### src/rtl/tasr_pkg.sv
`timescale 1ns / 1ps
// ----------------------------------------------------------------------------
// tasr_pkg
// shared types, constants and controller codes of the three-axis servo ramp
// ----------------------------------------------------------------------------
package tasr_pkg;

    localparam int PWM_BITS      = 12;
    localparam int CNT_BITS      = PWM_BITS + 1;
    localparam int SPEED_BITS    = 7;
    localparam int CFG_IDX_BITS  = 3;
    localparam int CFG_DATA_BITS = PWM_BITS;
    localparam int NUM_AXES      = 3;
    localparam int AXIS_BITS     = $clog2(NUM_AXES);
    localparam int DIV_CNT_BITS  = $clog2(PWM_BITS);

    typedef logic [PWM_BITS-1:0]   pwm_t;
    typedef logic [CNT_BITS-1:0]   cnt_t;
    typedef logic [SPEED_BITS-1:0] speed_t;

    localparam pwm_t   RESET_PWM   = pwm_t'(300);
    localparam pwm_t   PWM_MAX     = '1;
    localparam speed_t JUMP_SPEED  = speed_t'(100);
    localparam speed_t RESET_SPEED = speed_t'(50);

    typedef enum logic [CFG_IDX_BITS-1:0] {
        CFG_ARM_SPEED = 3'd0,
        CFG_X_LOW     = 3'd1,
        CFG_X_HIGH    = 3'd2,
        CFG_Y_LOW     = 3'd3,
        CFG_Y_HIGH    = 3'd4,
        CFG_Z_LOW     = 3'd5,
        CFG_Z_HIGH    = 3'd6
    } cfg_idx_t;

    typedef enum logic [2:0] {
        ST_IDLE,
        ST_CHECK,
        ST_BIG,
        ST_DIV_LOAD,
        ST_DIV_RUN,
        ST_RESID,
        ST_STEP,
        ST_PUSH
    } ctrl_state_t;

    typedef struct packed {
        logic capture;
        logic latch;
        logic find_big;
        logic div_load;
        logic div_step;
        logic axis_next;
        logic resid_init;
        logic step;
        logic load_out;
    } cmd_t;

    typedef struct packed {
        logic changed;
        logic d_zero;
        logic div_done;
        logic last_axis;
    } status_t;

    typedef struct packed {
        pwm_t pos_x;
        pwm_t pos_y;
        pwm_t pos_z;
        logic servo_write;
        logic range_fault;
        logic at_goal;
    } result_t;

endpackage

### src/rtl/tasr_channels.sv
`timescale 1ns / 1ps
// ----------------------------------------------------------------------------
// tasr channels
// valid/ready channels for target ticks and position results
// ----------------------------------------------------------------------------
interface tasr_tgt_if
    import tasr_pkg::*;
();
    logic valid;
    logic ready;
    pwm_t target_x;
    pwm_t target_y;
    pwm_t target_z;

    modport source (output valid, output target_x, output target_y, output target_z,
                    input ready);
    modport sink   (input valid, input target_x, input target_y, input target_z,
                    output ready);
endinterface

interface tasr_pos_if
    import tasr_pkg::*;
();
    logic valid;
    logic ready;
    pwm_t pos_x;
    pwm_t pos_y;
    pwm_t pos_z;
    logic servo_write;
    logic range_fault;
    logic at_goal;

    modport source (output valid, output pos_x, output pos_y, output pos_z,
                    output servo_write, output range_fault, output at_goal,
                    input ready);
    modport sink   (input valid, input pos_x, input pos_y, input pos_z,
                    input servo_write, input range_fault, input at_goal,
                    output ready);
endinterface

### src/rtl/three_axis_servo_ramp_core.sv
`timescale 1ns / 1ps
// ----------------------------------------------------------------------------
// three_axis_servo_ramp_core
// three-axis linear ramp of servo PWM counts with limit check
// ----------------------------------------------------------------------------
// Each target transaction yields one position transaction. A tick whose target
// equals the latched goal passes from acceptance through the check, step and
// push states into the output register; a tick with a new target first finds
// the largest distance and then passes through the shared restoring divider,
// which computes the three axis divisors one after another at one quotient bit
// per cycle (an axis with zero distance skips its divider run), before the
// residue setup, step and push states. One tick is processed at a time; the
// next target is taken once the previous result has moved into the output
// register, even if that result has not yet been taken. While an earlier
// result still waits in the output register, a finished tick holds in its last
// cycle until that result is taken. Configuration writes are applied at once
// and belong between transactions.
// ----------------------------------------------------------------------------
module three_axis_servo_ramp_core
    import tasr_pkg::*;
(
    input  logic                     clk,
    input  logic                     rst_n,
    input  logic                     cfg_we,
    input  logic [CFG_IDX_BITS-1:0]  cfg_index,
    input  logic [CFG_DATA_BITS-1:0] cfg_data,
    tasr_tgt_if.sink                 target,
    tasr_pos_if.source               position
);

    cmd_t    cmd;
    status_t status;
    result_t result;

    tasr_ctrl u_ctrl (
        .clk       (clk),
        .rst_n     (rst_n),
        .in_valid  (target.valid),
        .in_ready  (target.ready),
        .out_valid (position.valid),
        .out_ready (position.ready),
        .status    (status),
        .cmd       (cmd)
    );

    tasr_datapath u_datapath (
        .clk       (clk),
        .rst_n     (rst_n),
        .cfg_we    (cfg_we),
        .cfg_index (cfg_index),
        .cfg_data  (cfg_data),
        .target_x  (target.target_x),
        .target_y  (target.target_y),
        .target_z  (target.target_z),
        .cmd       (cmd),
        .status    (status),
        .result    (result)
    );

    assign position.pos_x       = result.pos_x;
    assign position.pos_y       = result.pos_y;
    assign position.pos_z       = result.pos_z;
    assign position.servo_write = result.servo_write;
    assign position.range_fault = result.range_fault;
    assign position.at_goal     = result.at_goal;

    // one tick in flight at a time
    a_one_in_flight: assert property (@(posedge clk) disable iff (!rst_n)
        target.valid && target.ready |=> !target.ready)
        else $error("target accepted while a tick is in flight");

    // no result appears in the cycle right after an accept
    a_no_early_result: assert property (@(posedge clk) disable iff (!rst_n)
        target.valid && target.ready && !position.valid |=> !position.valid)
        else $error("result presented too early");

    // write and fault are exclusive
    a_write_fault_excl: assert property (@(posedge clk) disable iff (!rst_n)
        position.valid |-> !(position.servo_write && position.range_fault))
        else $error("servo write and range fault both set");

endmodule

### src/rtl/tasr_datapath.sv
`timescale 1ns / 1ps
// ----------------------------------------------------------------------------
// tasr_datapath
// goal and position registers, serial divider, step residues and limit check
// ----------------------------------------------------------------------------
module tasr_datapath
    import tasr_pkg::*;
(
    input  logic                     clk,
    input  logic                     rst_n,
    input  logic                     cfg_we,
    input  logic [CFG_IDX_BITS-1:0]  cfg_index,
    input  logic [CFG_DATA_BITS-1:0] cfg_data,
    input  pwm_t                     target_x,
    input  pwm_t                     target_y,
    input  pwm_t                     target_z,
    input  cmd_t                     cmd,
    output status_t                  status,
    output result_t                  result
);

    speed_t                speed_reg;
    pwm_t                  lim_lo_reg [NUM_AXES];
    pwm_t                  lim_hi_reg [NUM_AXES];
    pwm_t                  goal_reg   [NUM_AXES];
    pwm_t                  cur_reg    [NUM_AXES];
    pwm_t                  div_reg    [NUM_AXES];
    pwm_t                  resid_reg  [NUM_AXES];
    cnt_t                  cnt_reg;
    logic                  jump_reg;
    logic [AXIS_BITS-1:0]  axis_reg;
    logic [DIV_CNT_BITS-1:0] bit_cnt_reg;

    pwm_t                  tgt_reg    [NUM_AXES];
    pwm_t                  dist_reg   [NUM_AXES];
    pwm_t                  big_reg;
    pwm_t                  rem_reg;
    pwm_t                  quo_reg;
    result_t               res_reg;
    result_t               out_reg;

    pwm_t                  dist_s     [NUM_AXES];
    pwm_t                  cur_next   [NUM_AXES];
    pwm_t                  resid_next [NUM_AXES];
    pwm_t                  eff_div    [NUM_AXES];
    pwm_t                  resid_inc  [NUM_AXES];
    cnt_t                  cnt_next;
    pwm_t                  big_s;
    pwm_t                  dvs;
    logic [PWM_BITS:0]     rem_shift;
    logic                  ge;
    pwm_t                  rem_next;
    pwm_t                  quo_next;
    logic                  changed_s;
    logic                  moving;
    logic                  moved;
    logic                  in_range;
    logic                  at_goal_s;
    logic                  div_last;

    // goal compare, distances and maximum
    always_comb
    begin
        changed_s = 1'b0;
        moving    = 1'b0;
        for (int a = 0; a < NUM_AXES; a++)
        begin
            if (tgt_reg[a] != goal_reg[a])
                changed_s = 1'b1;
            if (goal_reg[a] != cur_reg[a])
                moving = 1'b1;
            dist_s[a] = (tgt_reg[a] > cur_reg[a]) ? tgt_reg[a] - cur_reg[a]
                                                  : cur_reg[a] - tgt_reg[a];
        end
        big_s = dist_reg[0];
        if (dist_reg[1] > big_s)
            big_s = dist_reg[1];
        if (dist_reg[2] > big_s)
            big_s = dist_reg[2];
    end

    // restoring divider, one quotient bit per cycle
    always_comb
    begin
        dvs       = dist_reg[axis_reg];
        rem_shift = {rem_reg, quo_reg[PWM_BITS-1]};
        ge        = (rem_shift >= {1'b0, dvs});
        rem_next  = ge ? PWM_BITS'(rem_shift - {1'b0, dvs}) : rem_shift[PWM_BITS-1:0];
        quo_next  = {quo_reg[PWM_BITS-2:0], ge};
        div_last  = (bit_cnt_reg == DIV_CNT_BITS'(PWM_BITS - 1));
    end

    // one ramp step
    always_comb
    begin
        cnt_next  = cnt_reg + cnt_t'(1);
        moved     = 1'b0;
        in_range  = 1'b1;
        at_goal_s = 1'b1;
        for (int a = 0; a < NUM_AXES; a++)
        begin
            eff_div[a]   = (div_reg[a] == '0) ? pwm_t'(1) : div_reg[a];
            resid_inc[a] = resid_reg[a] + pwm_t'(1);
            cur_next[a]  = cur_reg[a];
            if (moving && resid_reg[a] == '0)
            begin
                if (goal_reg[a] > cur_reg[a])
                begin
                    cur_next[a] = jump_reg ? goal_reg[a] : cur_reg[a] + pwm_t'(1);
                    moved       = 1'b1;
                end
                else if (goal_reg[a] < cur_reg[a])
                begin
                    cur_next[a] = jump_reg ? goal_reg[a] : cur_reg[a] - pwm_t'(1);
                    moved       = 1'b1;
                end
            end
            if (cnt_next == '0 || resid_inc[a] == eff_div[a])
                resid_next[a] = '0;
            else
                resid_next[a] = resid_inc[a];
            if (cur_next[a] > lim_hi_reg[a] || cur_next[a] < lim_lo_reg[a])
                in_range = 1'b0;
            if (cur_next[a] != goal_reg[a])
                at_goal_s = 1'b0;
        end
    end

    // configuration registers
    always_ff @(posedge clk or negedge rst_n)
    begin
        if (!rst_n)
        begin
            speed_reg <= RESET_SPEED;
            for (int a = 0; a < NUM_AXES; a++)
            begin
                lim_lo_reg[a] <= '0;
                lim_hi_reg[a] <= PWM_MAX;
            end
        end
        else if (cfg_we)
        begin
            case (cfg_idx_t'(cfg_index))
                CFG_ARM_SPEED: speed_reg     <= cfg_data[SPEED_BITS-1:0];
                CFG_X_LOW:     lim_lo_reg[0] <= cfg_data[PWM_BITS-1:0];
                CFG_X_HIGH:    lim_hi_reg[0] <= cfg_data[PWM_BITS-1:0];
                CFG_Y_LOW:     lim_lo_reg[1] <= cfg_data[PWM_BITS-1:0];
                CFG_Y_HIGH:    lim_hi_reg[1] <= cfg_data[PWM_BITS-1:0];
                CFG_Z_LOW:     lim_lo_reg[2] <= cfg_data[PWM_BITS-1:0];
                CFG_Z_HIGH:    lim_hi_reg[2] <= cfg_data[PWM_BITS-1:0];
                default:       speed_reg     <= speed_reg;
            endcase
        end
    end

    // ramp state
    always_ff @(posedge clk or negedge rst_n)
    begin
        if (!rst_n)
        begin
            for (int a = 0; a < NUM_AXES; a++)
            begin
                goal_reg[a]  <= RESET_PWM;
                cur_reg[a]   <= RESET_PWM;
                div_reg[a]   <= pwm_t'(1);
                resid_reg[a] <= '0;
            end
            cnt_reg     <= cnt_t'(1);
            jump_reg    <= 1'b0;
            axis_reg    <= '0;
            bit_cnt_reg <= '0;
        end
        else
        begin
            if (cmd.latch)
            begin
                for (int a = 0; a < NUM_AXES; a++)
                    goal_reg[a] <= tgt_reg[a];
                jump_reg <= (speed_reg == JUMP_SPEED);
                cnt_reg  <= cnt_t'(1);
            end
            if (cmd.find_big)
                axis_reg <= '0;
            if (cmd.axis_next)
                axis_reg <= axis_reg + AXIS_BITS'(1);
            if (cmd.div_load)
                bit_cnt_reg <= '0;
            if (cmd.div_step)
            begin
                bit_cnt_reg <= bit_cnt_reg + DIV_CNT_BITS'(1);
                if (div_last)
                    div_reg[axis_reg] <= quo_next;
            end
            if (cmd.resid_init)
            begin
                for (int a = 0; a < NUM_AXES; a++)
                    resid_reg[a] <= (div_reg[a] <= pwm_t'(1)) ? pwm_t'(0) : pwm_t'(1);
            end
            if (cmd.step)
            begin
                for (int a = 0; a < NUM_AXES; a++)
                    cur_reg[a] <= cur_next[a];
                if (moving)
                begin
                    cnt_reg <= cnt_next;
                    for (int a = 0; a < NUM_AXES; a++)
                        resid_reg[a] <= resid_next[a];
                end
            end
        end
    end

    // payload registers
    always_ff @(posedge clk)
    begin
        if (cmd.capture)
        begin
            tgt_reg[0] <= target_x;
            tgt_reg[1] <= target_y;
            tgt_reg[2] <= target_z;
        end
        if (cmd.latch)
        begin
            for (int a = 0; a < NUM_AXES; a++)
                dist_reg[a] <= dist_s[a];
        end
        if (cmd.find_big)
            big_reg <= big_s;
        if (cmd.div_load)
        begin
            rem_reg <= '0;
            quo_reg <= big_reg;
        end
        if (cmd.div_step)
        begin
            rem_reg <= rem_next;
            quo_reg <= quo_next;
        end
        if (cmd.step)
        begin
            res_reg.pos_x       <= cur_next[0];
            res_reg.pos_y       <= cur_next[1];
            res_reg.pos_z       <= cur_next[2];
            res_reg.servo_write <= moved && in_range;
            res_reg.range_fault <= moved && !in_range;
            res_reg.at_goal     <= at_goal_s;
        end
        if (cmd.load_out)
            out_reg <= res_reg;
    end

    assign status.changed   = changed_s;
    assign status.d_zero    = (dvs == '0);
    assign status.div_done  = div_last;
    assign status.last_axis = (axis_reg == AXIS_BITS'(NUM_AXES - 1));
    assign result           = out_reg;

endmodule

### src/rtl/tasr_ctrl.sv
`timescale 1ns / 1ps
// ----------------------------------------------------------------------------
// tasr_ctrl
// sequencer for goal latch, divisor computation, ramp step and result handoff
// ----------------------------------------------------------------------------
module tasr_ctrl
    import tasr_pkg::*;
(
    input  logic    clk,
    input  logic    rst_n,
    input  logic    in_valid,
    output logic    in_ready,
    output logic    out_valid,
    input  logic    out_ready,
    input  status_t status,
    output cmd_t    cmd
);

    ctrl_state_t state_reg;
    ctrl_state_t state_next;
    logic        out_valid_reg;
    logic        out_valid_next;
    logic        out_free;

    assign out_free = !out_valid_reg || out_ready;

    // next state
    always_comb
    begin
        state_next = state_reg;
        case (state_reg)
            ST_IDLE:
                if (in_valid)
                    state_next = ST_CHECK;
            ST_CHECK:
                state_next = status.changed ? ST_BIG : ST_STEP;
            ST_BIG:
                state_next = ST_DIV_LOAD;
            ST_DIV_LOAD:
                if (!status.d_zero)
                    state_next = ST_DIV_RUN;
                else if (status.last_axis)
                    state_next = ST_RESID;
            ST_DIV_RUN:
                if (status.div_done)
                    state_next = status.last_axis ? ST_RESID : ST_DIV_LOAD;
            ST_RESID:
                state_next = ST_STEP;
            ST_STEP:
                state_next = ST_PUSH;
            ST_PUSH:
                if (out_free)
                    state_next = ST_IDLE;
            default:
                state_next = ST_IDLE;
        endcase
    end

    // outputs
    always_comb
    begin
        cmd      = '0;
        in_ready = 1'b0;
        case (state_reg)
            ST_IDLE:
            begin
                in_ready    = 1'b1;
                cmd.capture = in_valid;
            end
            ST_CHECK:
                cmd.latch = status.changed;
            ST_BIG:
                cmd.find_big = 1'b1;
            ST_DIV_LOAD:
            begin
                cmd.div_load  = !status.d_zero;
                cmd.axis_next = status.d_zero && !status.last_axis;
            end
            ST_DIV_RUN:
            begin
                cmd.div_step  = 1'b1;
                cmd.axis_next = status.div_done && !status.last_axis;
            end
            ST_RESID:
                cmd.resid_init = 1'b1;
            ST_STEP:
                cmd.step = 1'b1;
            ST_PUSH:
                cmd.load_out = out_free;
            default:
                cmd = '0;
        endcase
    end

    always_comb
    begin
        if (cmd.load_out)
            out_valid_next = 1'b1;
        else if (out_ready)
            out_valid_next = 1'b0;
        else
            out_valid_next = out_valid_reg;
    end

    always_ff @(posedge clk or negedge rst_n)
    begin
        if (!rst_n)
        begin
            state_reg     <= ST_IDLE;
            out_valid_reg <= 1'b0;
        end
        else
        begin
            state_reg     <= state_next;
            out_valid_reg <= out_valid_next;
        end
    end

    assign out_valid = out_valid_reg;

endmodule
### src/flat_wrapper.sv
// flat-port wrapper written by rule: the top's interface ports become plain ports
module three_axis_servo_ramp_core_flat import tasr_pkg::*;
  (clk, rst_n, cfg_we, cfg_index, cfg_data, target_valid, target_target_x, target_target_y, target_target_z, target_ready, position_valid, position_pos_x, position_pos_y, position_pos_z, position_servo_write, position_range_fault, position_at_goal, position_ready);
  tasr_tgt_if target_i ();
  tasr_pos_if position_i ();
  input  logic clk;
  input  logic rst_n;
  input  logic cfg_we;
  input  logic [CFG_IDX_BITS-1:0] cfg_index;
  input  logic [CFG_DATA_BITS-1:0] cfg_data;
  input wire logic [$bits(target_i.valid)-1:0] target_valid;
  input wire logic [$bits(target_i.target_x)-1:0] target_target_x;
  input wire logic [$bits(target_i.target_y)-1:0] target_target_y;
  input wire logic [$bits(target_i.target_z)-1:0] target_target_z;
  output wire logic [$bits(target_i.ready)-1:0] target_ready;
  output wire logic [$bits(position_i.valid)-1:0] position_valid;
  output wire logic [$bits(position_i.pos_x)-1:0] position_pos_x;
  output wire logic [$bits(position_i.pos_y)-1:0] position_pos_y;
  output wire logic [$bits(position_i.pos_z)-1:0] position_pos_z;
  output wire logic [$bits(position_i.servo_write)-1:0] position_servo_write;
  output wire logic [$bits(position_i.range_fault)-1:0] position_range_fault;
  output wire logic [$bits(position_i.at_goal)-1:0] position_at_goal;
  input wire logic [$bits(position_i.ready)-1:0] position_ready;
  assign target_i.valid = target_valid;
  assign target_i.target_x = target_target_x;
  assign target_i.target_y = target_target_y;
  assign target_i.target_z = target_target_z;
  assign target_ready = target_i.ready;
  assign position_valid = position_i.valid;
  assign position_pos_x = position_i.pos_x;
  assign position_pos_y = position_i.pos_y;
  assign position_pos_z = position_i.pos_z;
  assign position_servo_write = position_i.servo_write;
  assign position_range_fault = position_i.range_fault;
  assign position_at_goal = position_i.at_goal;
  assign position_i.ready = position_ready;
  three_axis_servo_ramp_core u_core (.clk(clk), .rst_n(rst_n), .cfg_we(cfg_we), .cfg_index(cfg_index), .cfg_data(cfg_data), .target(target_i), .position(position_i));
endmodule
### config.mk
export PLATFORM = sky130hd
export DESIGN_NAME = three_axis_servo_ramp_core_flat
export DESIGN_NICKNAME = d
export VERILOG_FILES = /design/src/rtl/tasr_pkg.sv /design/src/rtl/tasr_channels.sv /design/src/rtl/three_axis_servo_ramp_core.sv /design/src/rtl/tasr_datapath.sv /design/src/rtl/tasr_ctrl.sv /design/src/flat_wrapper.sv
export SDC_FILE = /design/constraint.sdc
export NUM_CORES = 1
export LEC_CHECK = 0
export BUFFER_PORTS_ARGS = -buffer_cell sky130_fd_sc_hd__buf_2
export CORE_MARGIN = 2
export CORE_UTILIZATION = 39
export DETAILED_ROUTE_END_ITERATION = 6
export GPL_TIMING_DRIVEN = 1
export SETUP_SLACK_MARGIN = 0.15
export SYNTH_ARGS = -nofsm -noshare
export SYNTH_HDL_FRONTEND = slang
export SYNTH_SLANG_ARGS = --single-unit
### constraint.sdc
create_clock -name clk -period 6.5 [get_ports clk]
set_input_delay 0.65 -clock clk [delete_from_list [all_inputs] [get_ports clk]]
set_output_delay 0.65 -clock clk [all_outputs]
set_load 0.005 [all_outputs]
==> reports/qor.yml <==
yosys_warnings: 0
synth_top_family_by_area: "compound AO/OA/AOI/OAI gates"
finish.net_count: 3303
status: "finished clean"
synth-seq-cells: 433
pwr_density_cell_nw_per_um2: 538.0
grt.total_usage_pct: 22.16
final_cell_mix: "nand2_1, o21ai_0, ha_1"
use_met3_pct: 2.802
grt_pass1_wl_mm: 130.0
initial_core_util_pct: 39.28
slew-limit-headroom_pct: 24.62
antenna_found_initial: 2
clockBufferDepth: 3
numCtsBuffers: 52
busiest_layer: "met2"
route.detailed.drc: 0
synth-simple-area-share_pct: 14.61
detailed_place.area_um2: 30100
p_leak_nw: 13.45
ys_types: 78
diodes: 0
met1_usage_pct: 29.39
finClkSkew_ps: 19.34
grt_use_met2_pct: 37.43
insertion_delay_ps: 610
yosys.area_share.adder_pct: 10.42
fill_cells: 7069
min_period_over_period_pct: 90.19
grt_pass1_vias: 21840
setup_viol: 0
layout_commonest_cell: "nand2_1"
drive_gt1_share_pct: 14.62
finalHoldViolCount: 0
postSynthAreaPerCell_um2: 9.651
crit_path_end_kind: "flop"
slew_violations: 0
syn_inst: 2964
p_total_w: 0.01718
path_max_fanout: 12
synth-edff-count: 186
design_area_um2: 31940
rows: 99
cts_max_level: 2
ys_seq_area_share_pct: 41.43
dr.pass1.iters: 6
core_area_um2: 72830
cts_tree: "yes"
hp-class: "input port to async pin"
fp.dieW_um: 274.8
io_pins: 97
ir_worst_vdd_v: 0.0002858
synth.cell_area_um2: 28610
layout_min_cycle_time_ps: 5863
die_h_um: 274.8
cts-root-buf: "clkbuf_16"
synthTopCellsByArea: "edfxtp_1, dfrtp_1, ha_1"
synth_top_cell_by_area: "edfxtp_1"
synth_mux_area_share_pct: 7.326
cts.sinks: 433
synth-compound-area-share_pct: 15.58
post-place-ws_ps: 910.8
routed_wirelength_mm: 84.29
grt_max_degree: 135
grt_overflow: 0
die-area_um2: 75530
rsz0062_at_grt: "false"
startpoint_type: "flop"
drt-vias-per-instance: 5.633
synth_top_area_share_pct: 19.52
vias: 22620
finalWeightedCongestion: 0.9446
path_clk_slew_ps: 60
postCtsSetupRepairBufs: 0
antenna_left: 0
syn2layout_area_growth_pct: 11.64
wl_per_cell_um: 20.99
syn_nets: 3254
arrival_ps: 6330
cts_hold_buf: 0
synth_ff_type: "edfxtp_1"
fin_ws_ps: 637.4
worstPathRequired_ps: 6970
synth_xor_xnor_area_share_pct: 5.712
path_class: "flop to flop"
cts-resized-gates: 0
tns_ps: 0
worst_pin_slew_ps: 1126
clock.fmax_mhz: 170.6
drv_cap: 0
drt_iter0_markers: 1971
portBuffers: 96
hpwl_mm: 63.00
async_flop_share_pct: 57.04
[cells by family (layout without fill, tap and decap cells)]
| logic type | count (synthesis) | after routing |
|---|---|---|
| AO/OA/AOI/OAI | 709 | 709 |
| XOR/XNOR | 185 | 185 |
| adder cells (fa/ha/maj) | 234 | 234 |
| buffers and inverters | 369 | 462 |
| flip-flops | 433 | 433 |
| multiplexers | 193 | 193 |
| AND/OR/NAND/NOR | 841 | 841 |
[routing by layer]
layer / vias up / routed length [um]
li1: 10870 / -
met1: 10940 / 37170
met2: 665 / 40040
met3: 151 / 4243
met4: 0 / 2828
met5: - / 0
[synthesized netlist by cell type (26+ instances only)]
cell and n:
nand2_1 248, o21ai_0 247, ha_1 227, inv_1 221, edfxtp_1 186, dfrtp_1 180, nor2_1 148, a21oi_1 142
mux2_2 131, clkbuf_1 126, xnor2_1 104, nand3_1 81, xor2_1 80, nor3_1 74, nand4_1 73, dfstp_2 67
a21o_1 64, mux2i_1 62, nor4_1 38, nand2b_1 36, o31ai_1 35, nor2b_1 31, o211ai_1 28, and3_1 26
[worst max-delay path: stages, from the launching register on]
cell	delay [ps]
dfrtp_1	620
inv_1	270
ha_1	360
nor2b_1	130
o211ai_1	130
a211oi_1	560
nor2_1	320
o41ai_1	910
a21oi_1	130
o21ai_0	520
ha_1	230
nand4_1	90
or2_2	280
o21ai_0	330
o21ai_0	250
nor3_1	320
nand3_1	130
nor2_1	140
[cell type report]
class | instances | area, um^2 | share of cell area (%)
Multi-Input combinational cell | 2162 | 15380 | 48.15
Sequential cell | 433 | 11850 | 37.11
Clock buffer | 66 | 1490 | 4.666
Tap cell | 959 | 1200 | 3.757
Inverter | 224 | 840.8 | 2.633
Timing Repair Buffer | 140 | 833.3 | 2.609
Clock inverter | 32 | 344.1 | 1.077
[per-stage QoR]
step	instances	utilization [%]	hold slack, ps
2_1_floorplan	2964	-	354.4
3_3_place_gp	3918	41.33	400.5
3_5_place_dp	3918	41.33	405.2
4_1_cts	4016	43.85	161.5
5_1_grt	4016	43.85	167.3
6_report	4016	43.85	118.8
[path summary, 6_finish.rpt]
| kind | slack [ps] | cells after the start | to | from |
|---|---|---|---|---|
| setup / recovery | 640 | 17 | u_core.u_datapath.res_reg[2] | u_core.u_datapath.cur_reg[1] |
| hold / removal | 120 | 1 | u_core.u_datapath.cnt_reg[5] | rst_n |
| setup reg to reg | 640 | 17 | u_core.u_datapath.res_reg[2] | u_core.u_datapath.cur_reg[1] |
| hold reg to reg | 420 | 0 | u_core.u_datapath.result[8] | u_core.u_datapath.res_reg[8] |
| max in group asynchronous | 5080 | 2 | u_core.u_datapath.jump_reg | rst_n |
| min in group clk | 210 | 1 | u_core.u_datapath.tgt_reg[0][3] | target_target_x[3] |
[report_power, final]
part	leakage (nW)	internal [W]	switching, W
combinational	7.82	0.00361	0.00551
clock	0.876	0.00181	0.00125
sequential	4.75	0.00404	0.000965
total	13.4	0.00946	0.00772
No activity file was read; power rests on OpenSTA's default activity.
